[src/csvt_pkg.sv]
`default_nettype none

package csvt_pkg;

    localparam int unsigned MAX_FIELDS_DEFAULT = 64;
    localparam int unsigned FIELD_NUM_W        = 6;

    localparam logic [7:0] SEPARATOR_RESET = 8'd44;
    localparam logic [7:0] CH_QUOTE        = 8'h22;
    localparam logic [7:0] CH_SPACE        = 8'h20;
    localparam logic [7:0] CH_LF           = 8'h0A;
    localparam logic [7:0] CH_CR           = 8'h0D;
    localparam logic [7:0] CH_LOWER_A      = 8'h61;
    localparam logic [7:0] CH_LOWER_Z      = 8'h7A;
    localparam logic [7:0] CASE_OFFSET     = 8'h20;

    typedef enum logic [1:0] {
        KIND_CHAR       = 2'd0,
        KIND_FIELD_END  = 2'd1,
        KIND_RECORD_END = 2'd2
    } kind_t;

    typedef enum logic [2:0] {
        ACT_DROP,
        ACT_QUOTE,
        ACT_RECORD,
        ACT_FIELD,
        ACT_CHAR
    } act_t;

    typedef struct packed {
        act_t       act;
        logic [7:0] ch;
    } decode_t;

endpackage

`default_nettype wire

[src/csv_record_tokenizer_unit.sv]
// CSV tokenizer: takes one text byte per word on in_byte and returns data characters,
// end-of-field and end-of-record markers with their field number. Quotes toggle quoted
// mode and are dropped, the byte after a line end is swallowed, and the first record is
// treated as the header (letters upper-cased, field count kept, later extra fields
// flagged). One byte is taken every cycle while results are being taken; a byte reaches
// the output through an input register and a result register, with the parser state
// updated between them. The separator register (comma after reset) is written through
// the cfg channel, by the user only while the unit is idle; this is not enforced.
`default_nettype none

module csv_record_tokenizer_unit
    import csvt_pkg::*;
#(
    parameter int unsigned MAX_FIELDS = MAX_FIELDS_DEFAULT
)
(
    input  wire logic                   clk,
    input  wire logic                   rst_n,
    input  wire logic                   cfg_valid,
    output logic                        cfg_ready,
    input  wire logic [7:0]             cfg_data,
    input  wire logic                   in_valid,
    output logic                        in_ready,
    input  wire logic [7:0]             in_byte,
    output logic                        out_valid,
    input  wire logic                   out_ready,
    output logic [1:0]                  kind,
    output logic [7:0]                  char_value,
    output logic [FIELD_NUM_W-1:0]      field_number,
    output logic                        in_header,
    output logic                        extra_field
);

    logic       sep_reg;
    logic [7:0] separator_reg;
    logic       s1_valid_reg;
    logic [7:0] s1_byte_reg;
    logic       take;
    kind_t      res_kind;

    assign cfg_ready = 1'b1;
    assign in_ready  = !s1_valid_reg || take;

    always_ff @(posedge clk or negedge rst_n)
    begin
        if (!rst_n)
        begin
            separator_reg <= SEPARATOR_RESET;
            s1_valid_reg  <= 1'b0;
            sep_reg       <= 1'b0;
        end
        else
        begin
            if (cfg_valid && cfg_ready)
            begin
                separator_reg <= cfg_data;
                sep_reg       <= 1'b1;
            end
            if (in_valid && in_ready)
            begin
                s1_valid_reg <= 1'b1;
            end
            else if (take)
            begin
                s1_valid_reg <= 1'b0;
            end
        end
    end

    always_ff @(posedge clk)
    begin
        if (in_valid && in_ready)
        begin
            s1_byte_reg <= in_byte;
        end
    end

    csvt_core #(
        .MAX_FIELDS (MAX_FIELDS)
    ) u_core
    (
        .clk        (clk),
        .rst_n      (rst_n),
        .byte_valid (s1_valid_reg),
        .byte_value (s1_byte_reg),
        .separator  (separator_reg),
        .take       (take),
        .res_valid  (out_valid),
        .res_ready  (out_ready),
        .res_kind   (res_kind),
        .res_char   (char_value),
        .res_field  (field_number),
        .res_header (in_header),
        .res_extra  (extra_field)
    );

    assign kind = res_kind;

    // input word only leaves its register when the core takes it
    assert property (@(posedge clk) disable iff (!rst_n)
        s1_valid_reg && !take |=> s1_valid_reg && $stable(s1_byte_reg))
        else $error("input word lost");

    assert property (@(posedge clk) disable iff (!rst_n)
        take |-> s1_valid_reg)
        else $error("empty input register taken");

    assert property (@(posedge clk) disable iff (!rst_n)
        $rose(sep_reg) |-> $past(cfg_valid))
        else $error("separator written without request");

endmodule

`default_nettype wire

[src/csvt_decode.sv]
`default_nettype none

module csvt_decode
    import csvt_pkg::*;
(
    input  wire logic [7:0] byte_value,
    input  wire logic [7:0] separator,
    input  wire logic       quoted,
    input  wire logic       swallow,
    input  wire logic       header,
    output decode_t         dec
);

    logic is_line_end;
    logic is_lower;

    assign is_line_end = (byte_value == CH_CR) || (byte_value == CH_LF);
    assign is_lower    = (byte_value >= CH_LOWER_A) && (byte_value <= CH_LOWER_Z);

    always_comb
    begin
        dec.ch = 8'd0;
        priority if (swallow)
        begin
            dec.act = ACT_DROP;
        end
        else if (byte_value == CH_QUOTE)
        begin
            dec.act = ACT_QUOTE;
        end
        else if (!quoted && is_line_end)
        begin
            dec.act = ACT_RECORD;
        end
        else if (!quoted && (byte_value == separator))
        begin
            dec.act = ACT_FIELD;
        end
        else if (!quoted && (byte_value < CH_SPACE))
        begin
            dec.act = ACT_DROP;
        end
        else
        begin
            dec.act = ACT_CHAR;
            // header text is upper-cased
            dec.ch  = (header && is_lower) ? (byte_value - CASE_OFFSET) : byte_value;
        end
    end

endmodule

`default_nettype wire

[src/csvt_core.sv]
`default_nettype none

module csvt_core
    import csvt_pkg::*;
#(
    parameter int unsigned MAX_FIELDS = MAX_FIELDS_DEFAULT
)
(
    input  wire logic                   clk,
    input  wire logic                   rst_n,
    input  wire logic                   byte_valid,
    input  wire logic [7:0]             byte_value,
    input  wire logic [7:0]             separator,
    output logic                        take,
    output logic                        res_valid,
    input  wire logic                   res_ready,
    output kind_t                       res_kind,
    output logic [7:0]                  res_char,
    output logic [FIELD_NUM_W-1:0]      res_field,
    output logic                        res_header,
    output logic                        res_extra
);

    localparam int unsigned FC_W = $clog2(MAX_FIELDS);
    localparam int unsigned HW_W = FC_W + 1;
    localparam logic [FC_W-1:0] FC_LAST = FC_W'(MAX_FIELDS - 1);

    logic            quoted_reg;
    logic            swallow_reg;
    logic [FC_W-1:0] fc_reg;
    logic            header_reg;
    logic [HW_W-1:0] hw_reg;

    logic                   res_valid_reg;
    kind_t                  kind_reg;
    logic [7:0]             char_reg;
    logic [FIELD_NUM_W-1:0] field_reg;
    logic                   header_out_reg;
    logic                   extra_reg;

    decode_t dec;
    logic    emit;
    kind_t   kind_next;
    logic    extra_next;

    csvt_decode u_decode
    (
        .byte_value (byte_value),
        .separator  (separator),
        .quoted     (quoted_reg),
        .swallow    (swallow_reg),
        .header     (header_reg),
        .dec        (dec)
    );

    assign emit = (dec.act == ACT_RECORD) || (dec.act == ACT_FIELD) || (dec.act == ACT_CHAR);
    assign take = byte_valid && (!res_valid_reg || res_ready || !emit);

    assign extra_next = !header_reg && ({1'b0, fc_reg} >= hw_reg);

    always_comb
    begin
        unique case (dec.act)
            ACT_RECORD: kind_next = KIND_RECORD_END;
            ACT_FIELD:  kind_next = KIND_FIELD_END;
            default:    kind_next = KIND_CHAR;
        endcase
    end

    always_ff @(posedge clk or negedge rst_n)
    begin
        if (!rst_n)
        begin
            quoted_reg    <= 1'b0;
            swallow_reg   <= 1'b0;
            fc_reg        <= '0;
            header_reg    <= 1'b1;
            hw_reg        <= '0;
            res_valid_reg <= 1'b0;
        end
        else
        begin
            if (take)
            begin
                unique case (dec.act)
                    ACT_DROP:
                    begin
                        swallow_reg <= 1'b0;
                    end
                    ACT_QUOTE:
                    begin
                        quoted_reg <= !quoted_reg;
                    end
                    ACT_RECORD:
                    begin
                        if (header_reg)
                        begin
                            hw_reg     <= HW_W'(fc_reg) + HW_W'(1);
                            header_reg <= 1'b0;
                        end
                        fc_reg      <= '0;
                        swallow_reg <= 1'b1;
                    end
                    ACT_FIELD:
                    begin
                        if (fc_reg < FC_LAST)
                        begin
                            fc_reg <= fc_reg + FC_W'(1);
                        end
                    end
                    default:
                    begin
                    end
                endcase
            end
            if (take && emit)
            begin
                res_valid_reg <= 1'b1;
            end
            else if (res_ready)
            begin
                res_valid_reg <= 1'b0;
            end
        end
    end

    always_ff @(posedge clk)
    begin
        if (take && emit)
        begin
            kind_reg       <= kind_next;
            char_reg       <= dec.ch;
            field_reg      <= FIELD_NUM_W'(fc_reg);
            header_out_reg <= header_reg;
            extra_reg      <= extra_next;
        end
    end

    assign res_valid  = res_valid_reg;
    assign res_kind   = kind_reg;
    assign res_char   = char_reg;
    assign res_field  = field_reg;
    assign res_header = header_out_reg;
    assign res_extra  = extra_reg;

    // a held result is never overwritten
    assert property (@(posedge clk) disable iff (!rst_n)
        res_valid_reg && !res_ready |-> !(take && emit))
        else $error("held result overwritten");

    assert property (@(posedge clk) disable iff (!rst_n)
        take && (dec.act == ACT_RECORD) |=> swallow_reg && (fc_reg == '0))
        else $error("record end did not arm swallow");

    assert property (@(posedge clk) disable iff (!rst_n)
        $fell(header_reg) |-> $past(take && (dec.act == ACT_RECORD)))
        else $error("header left without record end");

    assert property (@(posedge clk) disable iff (!rst_n)
        !header_reg |-> (hw_reg != '0))
        else $error("header width not latched");

endmodule

`default_nettype wire
[config.mk]
export PLATFORM = sky130hd
export DESIGN_NAME = csv_record_tokenizer_unit
export DESIGN_NICKNAME = d
export VERILOG_FILES = /design/src/csvt_pkg.sv /design/src/csv_record_tokenizer_unit.sv /design/src/csvt_decode.sv /design/src/csvt_core.sv
export SDC_FILE = /design/constraint.sdc
export NUM_CORES = 1
export LEC_CHECK = 0
export BUFFER_PORTS_ARGS = -buffer_cell sky130_fd_sc_hd__buf_2
export CORE_MARGIN = 5
export CORE_UTILIZATION = 56
export DETAILED_ROUTE_END_ITERATION = 10
export PLACE_DENSITY_LB_ADDON = 0.25
export SYNTH_ARGS = -nofsm -noshare
export SYNTH_HDL_FRONTEND = slang
export SYNTH_HIERARCHICAL = 1
export SYNTH_SLANG_ARGS = --single-unit
[constraint.sdc]
create_clock -name clk -period 4.18 [get_ports clk]
set_input_delay 0.418 -clock clk [delete_from_list [all_inputs] [get_ports clk]]
set_output_delay 0.418 -clock clk [all_outputs]
set_load 0.005 [all_outputs]
# Word-level counts from Yosys, hierarchy flattened
# Cells that the tools add are included.
# word_totals
register_bits	52
input_bits	21
elab_cells	76
# classes
addsub	3
magnitude_cmp	5
eq_ne	9
muxes	14
reduce_logical	31
# op_table
operator	n
equality test 8 x 4 -> 1 bit, second input constant	2
2-to-1 mux 3 bit	5
case mux 6 bit (2 select lines)	1
logical AND 1 bit	9
equality test 8 x 6 -> 1 bit, second input constant	1
equality test 8 bit	1
greater-or-equal comparator 8 x 7 -> 1 bit, second input constant	1
less-or-equal comparator 8 x 7 -> 1 bit, second input constant	1
< comparator 8 x 6 -> 1 bit, second input constant	1
2-to-1 mux 8 bit	1
nonzero test 2 bit	4
subtractor 8 x 6 -> 8 bit, second input constant	1
adder 6 x 1 -> 7 bit, second input constant	1
greater-or-equal comparator 6 x 7 -> 1 bit	1
adder 6 x 1 -> 6 bit, second input constant	1
equality test 3 x 2 -> 1 bit, second input constant	2
logical OR 1 bit	6
< comparator 6 bit, second input constant	1
2-to-1 mux 6 bit	1
AND reduction 2 bit	3
AND reduction 3 bit	2
zero test 1 bit	5
OR reduction 5 bit	1
2-to-1 mux 1 bit	4
6 further kinds	6

# Longest topological paths before layout
# depth
ltp_word	16
ltp_mapped	10

# Cells and area by module
# Netlist, hierarchy kept.
# by_module_without_submodules
module	n_inst	cells_each	area_per_inst_um2	seq_area_each_um2
csvt_core	1	129	1627.8	967.2
csv_record_tokenizer_unit	1	31	630.6	469.2
csvt_decode	1	43	347.8	0.0

# Worst setup path before layout
# No wires, ideal clock.
# synth_path
kind	register -> register
from	reg s1_byte_reg[2]
to	reg u_core.char_reg[0], in the netlist u_core/res_char[0] (enable)
setup_time_ns	0.393
arrival_ns	2.659
slack_ns	1.129
path_stages_with_launch	8
path_buffers	0
period_less_slack_ns	3.051
path_cell_list	edfxtp_1 -> xor2_1 -> nor4_4 -> nand3_1 -> a211oi_1 -> nor2b_2 -> a21oi_1 -> nor2_1
# synth_lines
item	line_no	source
start: declaration	csv_record_tokenizer_unit.sv:37	logic [7:0] s1_byte_reg;
start signal: assignment	csv_record_tokenizer_unit.sv:74	s1_byte_reg <= in_byte;
end signal: assignment	csvt_core.sv:132	char_reg <= dec.ch;
end: declaration	csvt_core.sv:36	logic [7:0] char_reg;

==> results.yml <==
status:
  status: "completed"
timing:
  final.setup.tns_ps: 0
  fin_crit_sh_pct: 79.3
  rsz_0062_raised_after_global_routing: "no"
  max_slew_vio_count: 0
  max-slew-margin-rel_pct: 61.6
  final-hold-violation-count: 0
  report.final.setup_viol: 0
  min_period_ps: 3320
  worstMarginPinSlew_ps: 576
  skew_ps: 8.52
  clock.fmax_mhz: 302
floorplanning:
  die_width_um: 78.2
  floorplan.initialDensity_pct: 58.6
  row_count: 24
  die_height_um: 78.2
  boundaryPins: 42
  core-area_um2: 4440
  design.die.area_um2: 6120
synth:
  synth_nets: 232
  syn_area_um2: 2610
  syn_inst: 203
  synth_seq_cells: 52
  ys_dominant_reg_cell: "sky130_fd_sc_hd__edfxtp_1"
  synthesis.yosys.warnings: 6
  synth.lib_cells_used.distinct: 59
  synthArstFlopShare_pct: 50.0
  synth-seq-area-share_pct: 55.1
  syn_avg_cell_area_um2: 12.8
  synth-edff-count: 26
final_layout:
  finish.net_count: 274
  final_cell_mix: "sky130_fd_sc_hd__buf_2, sky130_fd_sc_hd__edfxtp_1, sky130_fd_sc_hd__dfrtp_1"
  layout-drive-gt1-share_pct: 34.6
  nFillCells: 331
  stdcell_count: 298
  most_common_cell_after_layout_fill_and_taps_aside: "sky130_fd_sc_hd__buf_2"
  post-route-util_pct: 66.2
  antenna-diode-count: 0
  finish.instance_area_um2: 2940
  area_growth_pct: 12.9
place:
  portBuffers: 40
  dpl.cell_count: 290
  placed_area_um2: 2830
  hpwl_um: 3460
  gp_routability_congestion: 0.799
drt:
  drt.antenna.violating_nets: 0
  drt_first_pass_iters: 4
  drt_first_iter_violations: 138
  route.vias.total: 1670
  drc: 0
  drt_wl_total_um: 4600
  drt-vias-per-instance: 5.60
  avgRoutedWirePerCell_um: 15.4
clock_network:
  ctsRootBufferMaster: "sky130_fd_sc_hd__clkbuf_8"
  cts_max_path_buffers: 2
  post_cts_resized: 0
  tritoncts: "done"
  hold_buffers: 0
  clock_tree.htree_level_count: 2
  clock_network_latency_to_the_later_pin_of_the_worst_skew_pair_ps: 310
  cts_made_buffers: 5
  cts.repair_timing.setup_buffer_count: 0
  worst_setup_hold_path_clk_slew_ps: 100
  cts.sink_count: 52
setup_path:
  cp_max_fo: 7
  critical-path-top-cell-by-count: "sky130_fd_sc_hd__nor2_1"
  timing.setup.critical_path_class: "register to output pin"
  r2r_cells: 9
  cp_data_arrival_time_ps: 2900
  crit_path_end_kind: "output pin"
  critical_path_buf_inv_count: 1
  r2r_slack_ps: 1160
  cells_traversed_along_the_worst_timing_path: "nor4_1, o2111ai_1, a211oi_1, nor2b_2, a21oi_1, nor2_1, nor2_1, nand2b_1, buf_2"
  worst_r2r_endpoint: "s1_byte_reg[6]"
  reg2reg_from: "s1_byte_reg[5]"
  timing.critical_path.max_delay_family: "simple AND/OR/NAND/NOR gates"
  crit_path_max_incr_delay_ps: 520
  cpMaxStageDelayCell: "sky130_fd_sc_hd__a211oi_1"
  cp-endpoint: "in_ready"
  worstSetupPathDepth: 9
  timing.critical_path.from_type: "register"
  critical_path_required_ps: 3760
  worstSetupStartpoint: "s1_byte_reg[5]"
grt:
  grt_start_max_net_pins: 27
  antenna_violations_before_repair: 0
  grt_util_all_layers_pct: 16.6
  grt_first_pass_wirelength_um: 7980
  grt_pass1_vias: 1623
  grt.overflow.total: 0
flow_run:
  cap_viol_max_count: 0
power:
  cellLeakagePower_nw: 1.25
  power_per_cell_area_nw_per_um2: 487
  max-vdd-ir-drop_v: 0.000243
worst_hold_path:
  hold_class: "primary input to asynchronous set/reset pin"
-- where the power goes --
| group | internal (mW) | switching [mW] |
|---|---|---|
| Clock | 0.180 | 0.168 |
| Combinational | 0.150 | 0.192 |
| Sequential | 0.666 | 0.0763 |
-- layout make-up --
type	instances	area, um2	area share (%)
clock inverters	3	46.3	1.57
flip-flops and latches	52	1440	48.8
clock buffers	5	68.8	2.34
well taps	52	65.1	2.21
repair buffers	42	215	7.32
inverters	13	48.8	1.66
multi-input cells	131	1060	36.1
-- cell families (layout without fill, tap and decap cells) --
kind of cell             count (synthesis)  in the layout  share of synthesized area, %
flip-flops                              52             52                          55.1
other                                    1              1                         0.144
AO/OA/AOI/OAI                           39             39                          12.0
multiplexers                             9              9                          5.18
AND/OR/NAND/NOR                         61             61                          15.2
XOR/XNOR                                13             13                          4.37
buffers and inverters                   20             63                          4.18
adder cells (fa/ha/maj)                  8              8                          3.84
-- per-stage QoR --
step	power [mW]	setup WS, ps	hold slack (ps)
final	1.43	863	93.7
after global routing	1.52	674	145
after floorplan	0.975	1130	122
after CTS	1.44	914	119
after detailed placement	1.10	1260	457
after global placement	1.09	1300	453
-- synthesized netlist by cell type (2+ instances only) --
cell type | count | area share, %
sky130_fd_sc_hd__edfxtp_1 | 26 | 30
sky130_fd_sc_hd__dfrtp_1 | 22 | 21
sky130_fd_sc_hd__nand2_1 | 13 | 1.9
sky130_fd_sc_hd__inv_1 | 12 | 1.7
sky130_fd_sc_hd__nor2_1 | 12 | 1.7
sky130_fd_sc_hd__xor2_1 | 10 | 3.4
sky130_fd_sc_hd__mux2_4 | 9 | 5.2
sky130_fd_sc_hd__ha_1 | 8 | 3.8
sky130_fd_sc_hd__a21oi_1 | 7 | 1.3
sky130_fd_sc_hd__and2_1 | 6 | 1.4
sky130_fd_sc_hd__dfstp_2 | 4 | 4.0
sky130_fd_sc_hd__nand2b_1 | 4 | 0.96
sky130_fd_sc_hd__nand3_1 | 4 | 0.77
sky130_fd_sc_hd__a21oi_2 | 3 | 1.0
sky130_fd_sc_hd__a31oi_1 | 3 | 0.72
sky130_fd_sc_hd__buf_4 | 3 | 0.86
sky130_fd_sc_hd__buf_6 | 3 | 1.3
sky130_fd_sc_hd__o21ai_0 | 3 | 0.58
sky130_fd_sc_hd__o21ai_2 | 3 | 1.0
sky130_fd_sc_hd__xnor2_1 | 3 | 1.0
sky130_fd_sc_hd__a211oi_1 | 2 | 0.58
sky130_fd_sc_hd__and2_2 | 2 | 0.58
sky130_fd_sc_hd__and3_1 | 2 | 0.48
sky130_fd_sc_hd__nor3b_1 | 2 | 0.58
sky130_fd_sc_hd__nor4_1 | 2 | 0.48
sky130_fd_sc_hd__o2111ai_1 | 2 | 0.67
-- worst min path at each step --
stage	startpoint	end	slack (ps)	cells past startpoint
floorplan	rst_n	s1_valid_reg	120	0
global placement	rst_n	u_core/res_valid	450	1
detailed placement	rst_n	s1_valid_reg	460	1
CTS	rst_n	u_core/res_valid	120	1
global route	rst_n	u_core/res_valid	150	1
finish	rst_n	u_core/res_valid	90	1
-- routing by layer --
layer,track usage (%),vias up,wire [um],share of wire [%]
li1,-,820,-,-
met1,22.8,796,2140,46
met3,4.58,7,276,6.0
met4,4.72,0,41,0.89
met5,0,-,0,0
met2,25.9,47,2150,47
No activity file was read; power rests on OpenSTA's default activity.
